[config.mk]
export PLATFORM = sky130hd
export DESIGN_NAME = best_fit_buffer_pool_with_aging
export DESIGN_NICKNAME = d
export VERILOG_FILES = /design/src/rtl/core/bfbp_pkg.sv /design/src/rtl/core/best_fit_buffer_pool_with_aging.sv /design/src/rtl/core/bfbp_store.sv /design/src/rtl/core/bfbp_cmp.sv
export SDC_FILE = /design/constraint.sdc
export NUM_CORES = 2
export LEC_CHECK = 0
export BUFFER_PORTS_ARGS = -buffer_cell sky130_fd_sc_hd__buf_2
export CAP_MARGIN = 15
export CORE_UTILIZATION = 60
export CTS_CLUSTER_SIZE = 14
export DETAILED_ROUTE_END_ITERATION = 6
export PLACE_DENSITY = 0.77
export SYNTH_ARGS = -nofsm -noshare
export SYNTH_HDL_FRONTEND = slang
export SYNTH_SLANG_ARGS = --single-unit
[constraint.sdc]
create_clock -name clk_i -period 10.99 [get_ports clk_i]
set_input_delay 0.5495 -clock clk_i [delete_from_list [all_inputs] [get_ports clk_i]]
set_output_delay 0.5495 -clock clk_i [all_outputs]
set_load 0.05 [all_outputs]
[src/rtl/core/bfbp_pkg.sv]
// Shared types and codes for the best-fit buffer pool with aging.
package bfbp_pkg;

  // Default table depth and eviction cap per frame tick
  localparam int unsigned PoolDepth = 16;
  localparam int unsigned MaxEvict  = 16;
  localparam int unsigned EvictCntW = $clog2(MaxEvict + 1);

  // Operation codes
  localparam logic [1:0] OP_REQUEST = 2'd0;
  localparam logic [1:0] OP_RETURN  = 2'd1;
  localparam logic [1:0] OP_TICK    = 2'd2;
  localparam logic [1:0] OP_NONE    = 2'd3;

  // Result status codes
  localparam logic [2:0] STAT_HIT    = 3'd0;
  localparam logic [2:0] STAT_MISS   = 3'd1;
  localparam logic [2:0] STAT_STORED = 3'd2;
  localparam logic [2:0] STAT_FULL   = 3'd3;
  localparam logic [2:0] STAT_EVICT  = 3'd4;
  localparam logic [2:0] STAT_DONE   = 3'd5;

  typedef struct packed {
    logic [1:0]  op;
    logic [31:0] req_size;
    logic [15:0] ret_handle;
  } in_item_t;

  typedef struct packed {
    logic [2:0]  status;
    logic [15:0] out_handle;
    logic [31:0] out_size;
    logic [31:0] out_stamp;
    logic        last;
  } out_item_t;

  // One stored table entry
  typedef struct packed {
    logic [31:0] size;
    logic [15:0] handle;
    logic [31:0] stamp;
    logic [31:0] order;
  } entry_t;

  // Running best candidate of a scan
  typedef struct packed {
    logic        found;
    logic [31:0] size;
    logic [31:0] age;
  } best_t;

endpackage

[src/rtl/core/best_fit_buffer_pool_with_aging.sv]
// Best-fit free buffer pool with frame-based aging: sequencer and top level.
//
// Input channel (in_valid_i / in_stall_o) carries one item: request, return or
// frame tick. Results leave on out_valid_o / out_stall_i, one item per result,
// with last set on the final result of an input item. max_age_frames is written
// through cfg_valid_i / cfg_ready_o / cfg_data_i; the port is always ready.
// Each item is served by a scan of the whole table: the sequencer reads one
// entry per cycle from the entry memory and feeds it to a single compare unit.
// A request or return runs one scan of the table. A frame tick runs one scan per
// evicted entry plus one for the closing result, with at most 16 evictions per tick.
// The block takes no new item until the last result of the current item has
// been moved into the output register; that register lets the next item be
// accepted while a result still waits. A stalled receiver holds the result in
// the output register and pauses the sequencer at its next result.
// Reset clears the table (valid bits), the frame and insertion counters and
// sets max_age_frames to 3; no clearing pass is needed.
module best_fit_buffer_pool_with_aging #(
  parameter int unsigned POOL_DEPTH = bfbp_pkg::PoolDepth
) (
  input  logic                 clk_i,
  input  logic                 rst_ni,
  input  logic                 in_valid_i,
  output logic                 in_stall_o,
  input  bfbp_pkg::in_item_t   in_item_i,
  output logic                 out_valid_o,
  input  logic                 out_stall_i,
  output bfbp_pkg::out_item_t  out_item_o,
  input  logic                 cfg_valid_i,
  output logic                 cfg_ready_o,
  input  logic [15:0]          cfg_data_i
);

  localparam int unsigned IdxW = $clog2(POOL_DEPTH);
  localparam int unsigned CntW = $clog2(POOL_DEPTH + 1);
  localparam int unsigned NW   = bfbp_pkg::EvictCntW;

  localparam logic [1:0] S_IDLE   = 2'd0;
  localparam logic [1:0] S_SCAN   = 2'd1;
  localparam logic [1:0] S_DECIDE = 2'd2;

  // control state
  logic [1:0]            state_q, state_d;
  logic [31:0]           frame_q, frame_d;
  logic [31:0]           insert_q, insert_d;
  logic [15:0]           max_age_q, max_age_d;
  logic [POOL_DEPTH-1:0] valid_q, valid_d;
  logic [CntW-1:0]       rd_cnt_q, rd_cnt_d;
  logic                  cmp_vld_q, cmp_vld_d;
  bfbp_pkg::best_t       best_q, best_d;
  logic [NW-1:0]         evict_n_q, evict_n_d;
  logic                  out_valid_q, out_valid_d;

  // payload state
  logic [1:0]            op_q, op_d;
  logic [31:0]           size_q, size_d;
  logic [15:0]           handle_q, handle_d;
  logic [IdxW-1:0]       cmp_idx_q, cmp_idx_d;
  logic [IdxW-1:0]       best_idx_q, best_idx_d;
  logic [15:0]           best_handle_q, best_handle_d;
  logic [31:0]           best_stamp_q, best_stamp_d;
  bfbp_pkg::out_item_t   out_item_q, out_item_d;

  logic                  out_free;
  logic                  rd_busy;
  logic                  take;
  logic [31:0]           cand_age;
  bfbp_pkg::entry_t      rd_entry;
  bfbp_pkg::entry_t      wr_entry;
  logic                  mem_we;
  bfbp_pkg::out_item_t   res;
  logic                  res_clear;
  logic                  res_rescan;

  assign in_stall_o  = (state_q != S_IDLE);
  assign cfg_ready_o = 1'b1;
  assign out_valid_o = out_valid_q;
  assign out_item_o  = out_item_q;

  assign out_free = !out_valid_q || !out_stall_i;
  assign rd_busy  = rd_cnt_q < CntW'(POOL_DEPTH);

  // entry memory
  assign wr_entry = '{size: size_q, handle: handle_q, stamp: frame_q, order: insert_q};

  bfbp_store #(
    .Depth (POOL_DEPTH),
    .IdxW  (IdxW)
  ) u_store (
    .clk_i   (clk_i),
    .we_i    (mem_we),
    .waddr_i (best_idx_q),
    .wdata_i (wr_entry),
    .raddr_i (rd_cnt_q[IdxW-1:0]),
    .rdata_o (rd_entry)
  );

  // shared compare unit
  bfbp_cmp u_cmp (
    .op_i         (op_q),
    .slot_valid_i (valid_q[cmp_idx_q]),
    .entry_i      (rd_entry),
    .req_size_i   (size_q),
    .frame_i      (frame_q),
    .insert_i     (insert_q),
    .max_age_i    (max_age_q),
    .best_i       (best_q),
    .take_o       (take),
    .age_o        (cand_age)
  );

  // result of a finished scan
  always_comb begin
    res        = '0;
    res_clear  = 1'b0;
    res_rescan = 1'b0;
    mem_we     = 1'b0;
    unique case (op_q)
      bfbp_pkg::OP_REQUEST: begin
        if (best_q.found) begin
          res       = '{bfbp_pkg::STAT_HIT, best_handle_q, best_q.size, best_stamp_q, 1'b1};
          res_clear = 1'b1;
        end else begin
          res = '{bfbp_pkg::STAT_MISS, 16'd0, size_q, frame_q, 1'b1};
        end
      end
      bfbp_pkg::OP_RETURN: begin
        if (best_q.found) begin
          res    = '{bfbp_pkg::STAT_STORED, handle_q, size_q, frame_q, 1'b1};
          mem_we = (state_q == S_DECIDE) && out_free;
        end else begin
          res = '{bfbp_pkg::STAT_FULL, handle_q, size_q, 32'd0, 1'b1};
        end
      end
      bfbp_pkg::OP_TICK: begin
        if (best_q.found && (evict_n_q != NW'(bfbp_pkg::MaxEvict))) begin
          res        = '{bfbp_pkg::STAT_EVICT, best_handle_q, best_q.size, best_stamp_q, 1'b0};
          res_clear  = 1'b1;
          res_rescan = 1'b1;
        end else begin
          res = '{bfbp_pkg::STAT_DONE, 16'd0, 32'd0, frame_q, 1'b1};
        end
      end
      default: res = '0;
    endcase
  end

  // sequencer
  always_comb begin
    state_d       = state_q;
    frame_d       = frame_q;
    insert_d      = insert_q;
    max_age_d     = max_age_q;
    valid_d       = valid_q;
    rd_cnt_d      = rd_cnt_q;
    cmp_vld_d     = cmp_vld_q;
    best_d        = best_q;
    evict_n_d     = evict_n_q;
    out_valid_d   = out_valid_q;
    op_d          = op_q;
    size_d        = size_q;
    handle_d      = handle_q;
    cmp_idx_d     = cmp_idx_q;
    best_idx_d    = best_idx_q;
    best_handle_d = best_handle_q;
    best_stamp_d  = best_stamp_q;
    out_item_d    = out_item_q;

    if (cfg_valid_i) begin
      max_age_d = cfg_data_i;
    end

    // output register drains when taken
    if (out_valid_q && !out_stall_i) begin
      out_valid_d = 1'b0;
    end

    unique case (state_q)
      S_IDLE: begin
        if (in_valid_i) begin
          op_d     = in_item_i.op;
          size_d   = in_item_i.req_size;
          handle_d = in_item_i.ret_handle;
          if (in_item_i.op == bfbp_pkg::OP_TICK) begin
            frame_d   = frame_q + 32'd1;
            evict_n_d = '0;
          end
          if (in_item_i.op != bfbp_pkg::OP_NONE) begin
            state_d    = S_SCAN;
            rd_cnt_d   = '0;
            cmp_vld_d  = 1'b0;
            best_d     = '0;
          end
        end
      end
      S_SCAN: begin
        // one read issued and one entry compared per cycle
        cmp_vld_d = rd_busy;
        cmp_idx_d = rd_cnt_q[IdxW-1:0];
        if (rd_busy) begin
          rd_cnt_d = rd_cnt_q + CntW'(1);
        end
        if (cmp_vld_q && take) begin
          best_d        = '{found: 1'b1, size: rd_entry.size, age: cand_age};
          best_idx_d    = cmp_idx_q;
          best_handle_d = rd_entry.handle;
          best_stamp_d  = rd_entry.stamp;
        end
        if (!rd_busy && !cmp_vld_q) begin
          state_d = S_DECIDE;
        end
      end
      S_DECIDE: begin
        if (out_free) begin
          out_valid_d = 1'b1;
          out_item_d  = res;
          if (res_clear) begin
            valid_d[best_idx_q] = 1'b0;
          end
          if (mem_we) begin
            valid_d[best_idx_q] = 1'b1;
            insert_d            = insert_q + 32'd1;
          end
          if (res_rescan) begin
            state_d   = S_SCAN;
            rd_cnt_d  = '0;
            cmp_vld_d = 1'b0;
            best_d    = '0;
            evict_n_d = evict_n_q + NW'(1);
          end else begin
            state_d = S_IDLE;
          end
        end
      end
      default: state_d = S_IDLE;
    endcase
  end

  // control registers
  always_ff @(posedge clk_i or negedge rst_ni) begin
    if (!rst_ni) begin
      state_q     <= S_IDLE;
      frame_q     <= '0;
      insert_q    <= '0;
      max_age_q   <= 16'd3;
      valid_q     <= '0;
      rd_cnt_q    <= '0;
      cmp_vld_q   <= 1'b0;
      best_q      <= '0;
      evict_n_q   <= '0;
      out_valid_q <= 1'b0;
    end else begin
      state_q     <= state_d;
      frame_q     <= frame_d;
      insert_q    <= insert_d;
      max_age_q   <= max_age_d;
      valid_q     <= valid_d;
      rd_cnt_q    <= rd_cnt_d;
      cmp_vld_q   <= cmp_vld_d;
      best_q      <= best_d;
      evict_n_q   <= evict_n_d;
      out_valid_q <= out_valid_d;
    end
  end

  // payload registers
  always_ff @(posedge clk_i) begin
    op_q          <= op_d;
    size_q        <= size_d;
    handle_q      <= handle_d;
    cmp_idx_q     <= cmp_idx_d;
    best_idx_q    <= best_idx_d;
    best_handle_q <= best_handle_d;
    best_stamp_q  <= best_stamp_d;
    out_item_q    <= out_item_d;
  end

`ifndef SYNTHESIS
  // a store never lands on an occupied slot
  a_store_free_slot: assert property (@(posedge clk_i) disable iff (!rst_ni)
    mem_we |-> !valid_q[best_idx_q])
    else $error("store into occupied slot");

  // hits and evictions only remove occupied slots
  a_clear_valid_slot: assert property (@(posedge clk_i) disable iff (!rst_ni)
    (state_q == S_DECIDE && out_free && res_clear) |-> valid_q[best_idx_q])
    else $error("removed entry was not valid");

  // eviction count per tick stays within the cap
  a_evict_cap: assert property (@(posedge clk_i) disable iff (!rst_ni)
    evict_n_q <= NW'(bfbp_pkg::MaxEvict))
    else $error("eviction count past cap");

  // a new result is only loaded once the previous one has been taken
  a_no_overwrite: assert property (@(posedge clk_i) disable iff (!rst_ni)
    (out_valid_q && out_stall_i) |=> $stable(out_item_q))
    else $error("pending result overwritten");
`endif

endmodule

[src/rtl/core/bfbp_store.sv]
// Entry memory of the buffer pool: one write port, one registered read port.
module bfbp_store #(
  parameter int unsigned Depth = bfbp_pkg::PoolDepth,
  parameter int unsigned IdxW  = $clog2(Depth)
) (
  input  logic                  clk_i,
  input  logic                  we_i,
  input  logic [IdxW-1:0]       waddr_i,
  input  bfbp_pkg::entry_t      wdata_i,
  input  logic [IdxW-1:0]       raddr_i,
  output bfbp_pkg::entry_t      rdata_o
);

  bfbp_pkg::entry_t mem [Depth];
  bfbp_pkg::entry_t rdata_q;

  always_ff @(posedge clk_i) begin
    if (we_i) begin
      mem[waddr_i] <= wdata_i;
    end
    rdata_q <= mem[raddr_i];
  end

  assign rdata_o = rdata_q;

endmodule

[src/rtl/core/bfbp_cmp.sv]
// Shared compare unit: decides whether the scanned entry replaces the current best.
module bfbp_cmp (
  input  logic [1:0]        op_i,
  input  logic              slot_valid_i,
  input  bfbp_pkg::entry_t  entry_i,
  input  logic [31:0]       req_size_i,
  input  logic [31:0]       frame_i,
  input  logic [31:0]       insert_i,
  input  logic [15:0]       max_age_i,
  input  bfbp_pkg::best_t   best_i,
  output logic              take_o,
  output logic [31:0]       age_o
);

  logic [31:0] age;
  logic [31:0] lag;
  logic        better;
  logic        fits;
  logic        expired;

  // insertion age: larger means older
  assign age = insert_i - entry_i.order;

  // smaller size wins, equal size goes oldest first
  assign better = !best_i.found || (entry_i.size < best_i.size) ||
                  ((entry_i.size == best_i.size) && (age > best_i.age));

  assign fits = entry_i.size >= req_size_i;

  // modular "stamp + max age below frame" test
  assign lag     = frame_i - entry_i.stamp - {16'd0, max_age_i};
  assign expired = (lag != 32'd0) && !lag[31];

  always_comb begin
    unique case (op_i)
      bfbp_pkg::OP_REQUEST: take_o = slot_valid_i && fits && better;
      bfbp_pkg::OP_RETURN:  take_o = !slot_valid_i && !best_i.found;
      bfbp_pkg::OP_TICK:    take_o = slot_valid_i && expired && better;
      default:              take_o = 1'b0;
    endcase
  end

  assign age_o = age;

endmodule
==> results.json <==
{
  "drtIter0Drc": 4496,
  "design_area_um2": 102000,
  "postSynthCellCount": 4536,
  "clk_latency_ns": 0.85,
  "hold_violations": 0,
  "syn_nets": 4804,
  "synth-seq-cells": 2269,
  "nNetsFinal": 5137,
  "io_pins": 158,
  "syn_area_um2": 90200,
  "synth_seq_area_share": 0.733,
  "grt_max_degree": 169,
  "pre_cts_slack_ns": 4.29,
  "vias_per_cell": 6.45,
  "peakVddDrop_uv": 248,
  "p_leak_nw": 33.7,
  "final.min_clock_period_ns": 6.86,
  "post_drt_wl_per_cell_um": 29.3,
  "fin_skew_ns": 0.0393,
  "drv_cap": 0,
  "path_buf_inv": 2,
  "worstRegToRegCells": 21,
  "cts_setup_buffers": 0,
  "slew_violations": 0,
  "post-route-util": 0.684,
  "dr.pass1.iters": 6,
  "dieWidth_um": 390,
  "powerDensity_nw_per_um2": 240,
  "grt_pass1_vias": 47000,
  "overflow": 0,
  "cp_max_fo": 37,
  "setup_viol": 0,
  "postRouteAntennaNets": 0,
  "post_cts_resize_count": 0,
  "crit_path_cell_trace": "ha_1, a2111oi_0, nand4_1, nand3_1, a31oi_1, a221o_1, a221o_1, a21oi_1, xnor2_1, ha_1, and4_1, nand4_1, nand4b_1, a21oi_1, o21ai_0, o2bb2ai_1, a31oi_1, nor3_1, a21bo_4, clkinv_2, buf_4",
  "syn_avg_cell_area_um2": 19.9,
  "grt_pass1_wl_um": 306000,
  "rows": 141,
  "wirelength_um": 207000,
  "rsz0062_at_grt": "false",
  "numClockSinks": 2269,
  "clock_path_buffers": 3,
  "htreeDepth": 4,
  "numCtsBuffers": 212,
  "coreArea_um2": 148000,
  "hold_end": "size_q[30]$_DFFE_PP_",
  "min_path_cells": 1,
  "die_area_um2": 152000,
  "crit_slowest_cell": "dfrtp_1",
  "crit_type": "flip-flop to flip-flop",
  "tightest_slew_ns": 1.20,
  "cp.arrival_ns": 7.34,
  "status": "finished clean",
  "drc_errors": 0,
  "synthArstFlopShare": 0.0771,
  "gp_congestion": 0.875,
  "yosysUniqueCellTypes": 77,
  "path_clk_slew_ns": 0.06,
  "worst-r2r-setup-slack_ns": 4.13,
  "max_stage_delay_ns": 0.71,
  "die_h_um": 390,
  "num-fill-cells": 9042,
  "setup_slack_ns": 4.13,
  "hold_start": "in_item_i[46]",
  "hpwl_um": 105000,
  "root_buffer": "clkbuf_16",
  "cp_top_family": "compound AO/OA/AOI/OAI gates",
  "io_buffers": 156,
  "antenna_found_initial": 1,
  "reg2reg_to": "best_stamp_q[2]$_DFFE_PP_",
  "start_util": 0.608,
  "start_kind": "flip-flop",
  "drive_above_1_share": 0.237,
  "cts_tree": "yes",
  "period_share": 0.624,
  "endpoint_kind": "flip-flop",
  "synth_ff_type": "edfxtp_1",
  "yosysWarnings": 0,
  "place_area_um2": 93500,
  "worstPathRequired_ns": 11.48,
  "relSlewSlack": 0.202,
  "clock.fmax_mhz": 146,
  "synth_edf_count": 1982,
  "tns_ns": 0,
  "area_delta_synth_final_pct": 12.6,
  "hold_class": "input port to flip-flop",
  "r2r-start": "insert_q[12]$_DFFE_PN0P_",
  "routed-via-count": 45600,
  "grtUsageTotal": 0.276
}
worst register-to-register path: stages, from the launching register on:
cell	delay, ns
dfrtp_1	0.71
ha_1	0.41
a2111oi_0	0.70
nand4_1	0.31
nand3_1	0.22
a31oi_1	0.19
a221o_1	0.43
a221o_1	0.33
a21oi_1	0.18
xnor2_1	0.19
ha_1	0.29
and4_1	0.21
nand4_1	0.09
nand4b_1	0.10
a21oi_1	0.15
o21ai_0	0.10
o2bb2ai_1	0.14
a31oi_1	0.20
nor3_1	0.09
a21bo_4	0.40
clkinv_2	0.52
buf_4	0.50
stage by stage:
stage / total power [W] / std cells / hold slack, ns
after floorplan: 0.0152 / 4536 / 0.254
after global placement: 0.0167 / 6589 / 0.389
after detailed placement: 0.0168 / 6589 / 0.389
after CTS: 0.0244 / 7059 / 0.00139
after global routing: 0.0253 / 7060 / 0.0249
final: 0.0243 / 7061 / 0.0549
flip-flops by register name, indices dropped and copies added, names as in the netlist, 32 cells and up:
signal,cells
u_store.rdata_o,112
u_store.mem,1792
size_q,32
best_q,65
best_stamp_q,32
out_item_o,84
insert_q,32
frame_q,32
layout make-up:
cell class	count	area [µm²]	area share
diodes	1	2.50	0.0000247
clock buffers	303	5970	0.0588
clock inverters	100	1320	0.0130
inverters	275	1040	0.0102
multi-input cells	1816	22400	0.221
flip-flops and latches	2269	66200	0.652
well taps	2002	2500	0.0247
repair buffers	295	2070	0.0204
synth_stat cells (17+ instances only):
cell type	number	area share
a21o_1	46	0.0038
a21oi_1	83	0.0046
a22o_1	80	0.0078
and2_1	37	0.0026
buf_1	55	0.0023
clkbuf_1	111	0.0046
dfrtp_1	173	0.048
dfxtp_1	112	0.025
edfxtp_1	1982	0.66
fa_1	17	0.0038
ha_1	180	0.025
inv_1	275	0.011
mux2_2	43	0.0054
mux2i_1	39	0.0043
mux4_2	564	0.14
nand2_1	120	0.0050
nand2b_1	18	0.0012
nand3_1	40	0.0022
nand4_1	50	0.0035
nor2_1	94	0.0039
nor2b_1	22	0.0015
o21ai_0	90	0.0050
xnor2_1	82	0.0080
xor2_1	30	0.0029
timing repair:
item,CTS,global route
endpoints found under the hold margin,110,0
hold buffers,67,0
endpoints found under the setup margin,0,0
logic make-up after synthesis:
logic type / count (synthesis) / synth area share
AOI/OAI and AO/OA: 407 / 0.0311
xor gates and xnor gates: 112 / 0.0109
adders and majority gates: 197 / 0.0287
buffers and inverters: 451 / 0.0194
DFF: 2269 / 0.733
muxes: 650 / 0.151
other: 1 / 0.0000416
and+or+nand+nor: 449 / 0.0251
how the worst max path moves through the flow:
stage          slack, ns                           end  cells after the start                      from
4_1_cts             4.15        best_q[24]$_DFFE_PN0P_                     23   insert_q[1]$_DFFE_PN0P_
2_1_floorplan       2.68  u_store.mem[15][0]$_DFFE_PP_                      6     out_valid_o$_DFF_PN0_
3_5_place_dp        4.29     best_stamp_q[6]$_DFFE_PP_                     23   insert_q[1]$_DFFE_PN0P_
5_1_grt             3.74     best_stamp_q[2]$_DFFE_PP_                     26   insert_q[0]$_DFFE_PN0P_
3_3_place_gp        4.37     best_stamp_q[7]$_DFFE_PP_                     23   insert_q[1]$_DFFE_PN0P_
6_report            4.13     best_stamp_q[2]$_DFFE_PP_                     21  insert_q[12]$_DFFE_PN0P_
layout by cell type (no fill, tap or decap), types with 16 or more instances in the layout:
| cell | count |
|---|---|
| nand3_1 | 40 |
| nand2b_1 | 18 |
| nor2_4 | 16 |
| a21o_1 | 45 |
| ha_1 | 180 |
| o21a_1 | 16 |
| nand4_1 | 50 |
| and2_1 | 36 |
| mux2i_1 | 39 |
| dfrtp_1 | 169 |
| dlygate4sd3_1 | 67 |
| nor2_1 | 78 |
| clkbuf_8 | 28 |
| mux2_2 | 43 |
| xor2_1 | 30 |
| xnor2_1 | 82 |
| clkbuf_16 | 214 |
| clkinv_1 | 28 |
| buf_4 | 67 |
| edfxtp_1 | 1982 |
| dfxtp_1 | 112 |
| inv_1 | 272 |
| a21oi_1 | 82 |
| bufinv_16 | 27 |
| mux4_2 | 564 |
| a22o_1 | 80 |
| buf_2 | 155 |
| nor2b_1 | 21 |
| fa_1 | 17 |
| clkinv_2 | 28 |
| clkbuf_1 | 61 |
| nand2_1 | 120 |
| o21ai_0 | 90 |
power breakdown:
| part | internal (W) | total (W) | switching [W] |
|---|---|---|---|
| Combinational | 0.00312 | 0.00621 | 0.00309 |
| Clock | 0.00443 | 0.00761 | 0.00319 |
| Sequential | 0.00993 | 0.0105 | 0.000579 |
per-layer routing:
metal / GRT usage / wire length [µm] / up-vias
li1: - / - / 18900
met1: 0.377 / 79500 / 23900
met2: 0.464 / 105000 / 2281
met3: 0.0434 / 15900 / 413
met4: 0.0868 / 5920 / 0
met5: 0 / 0 / -
Power figures use the tool's default switching activity.
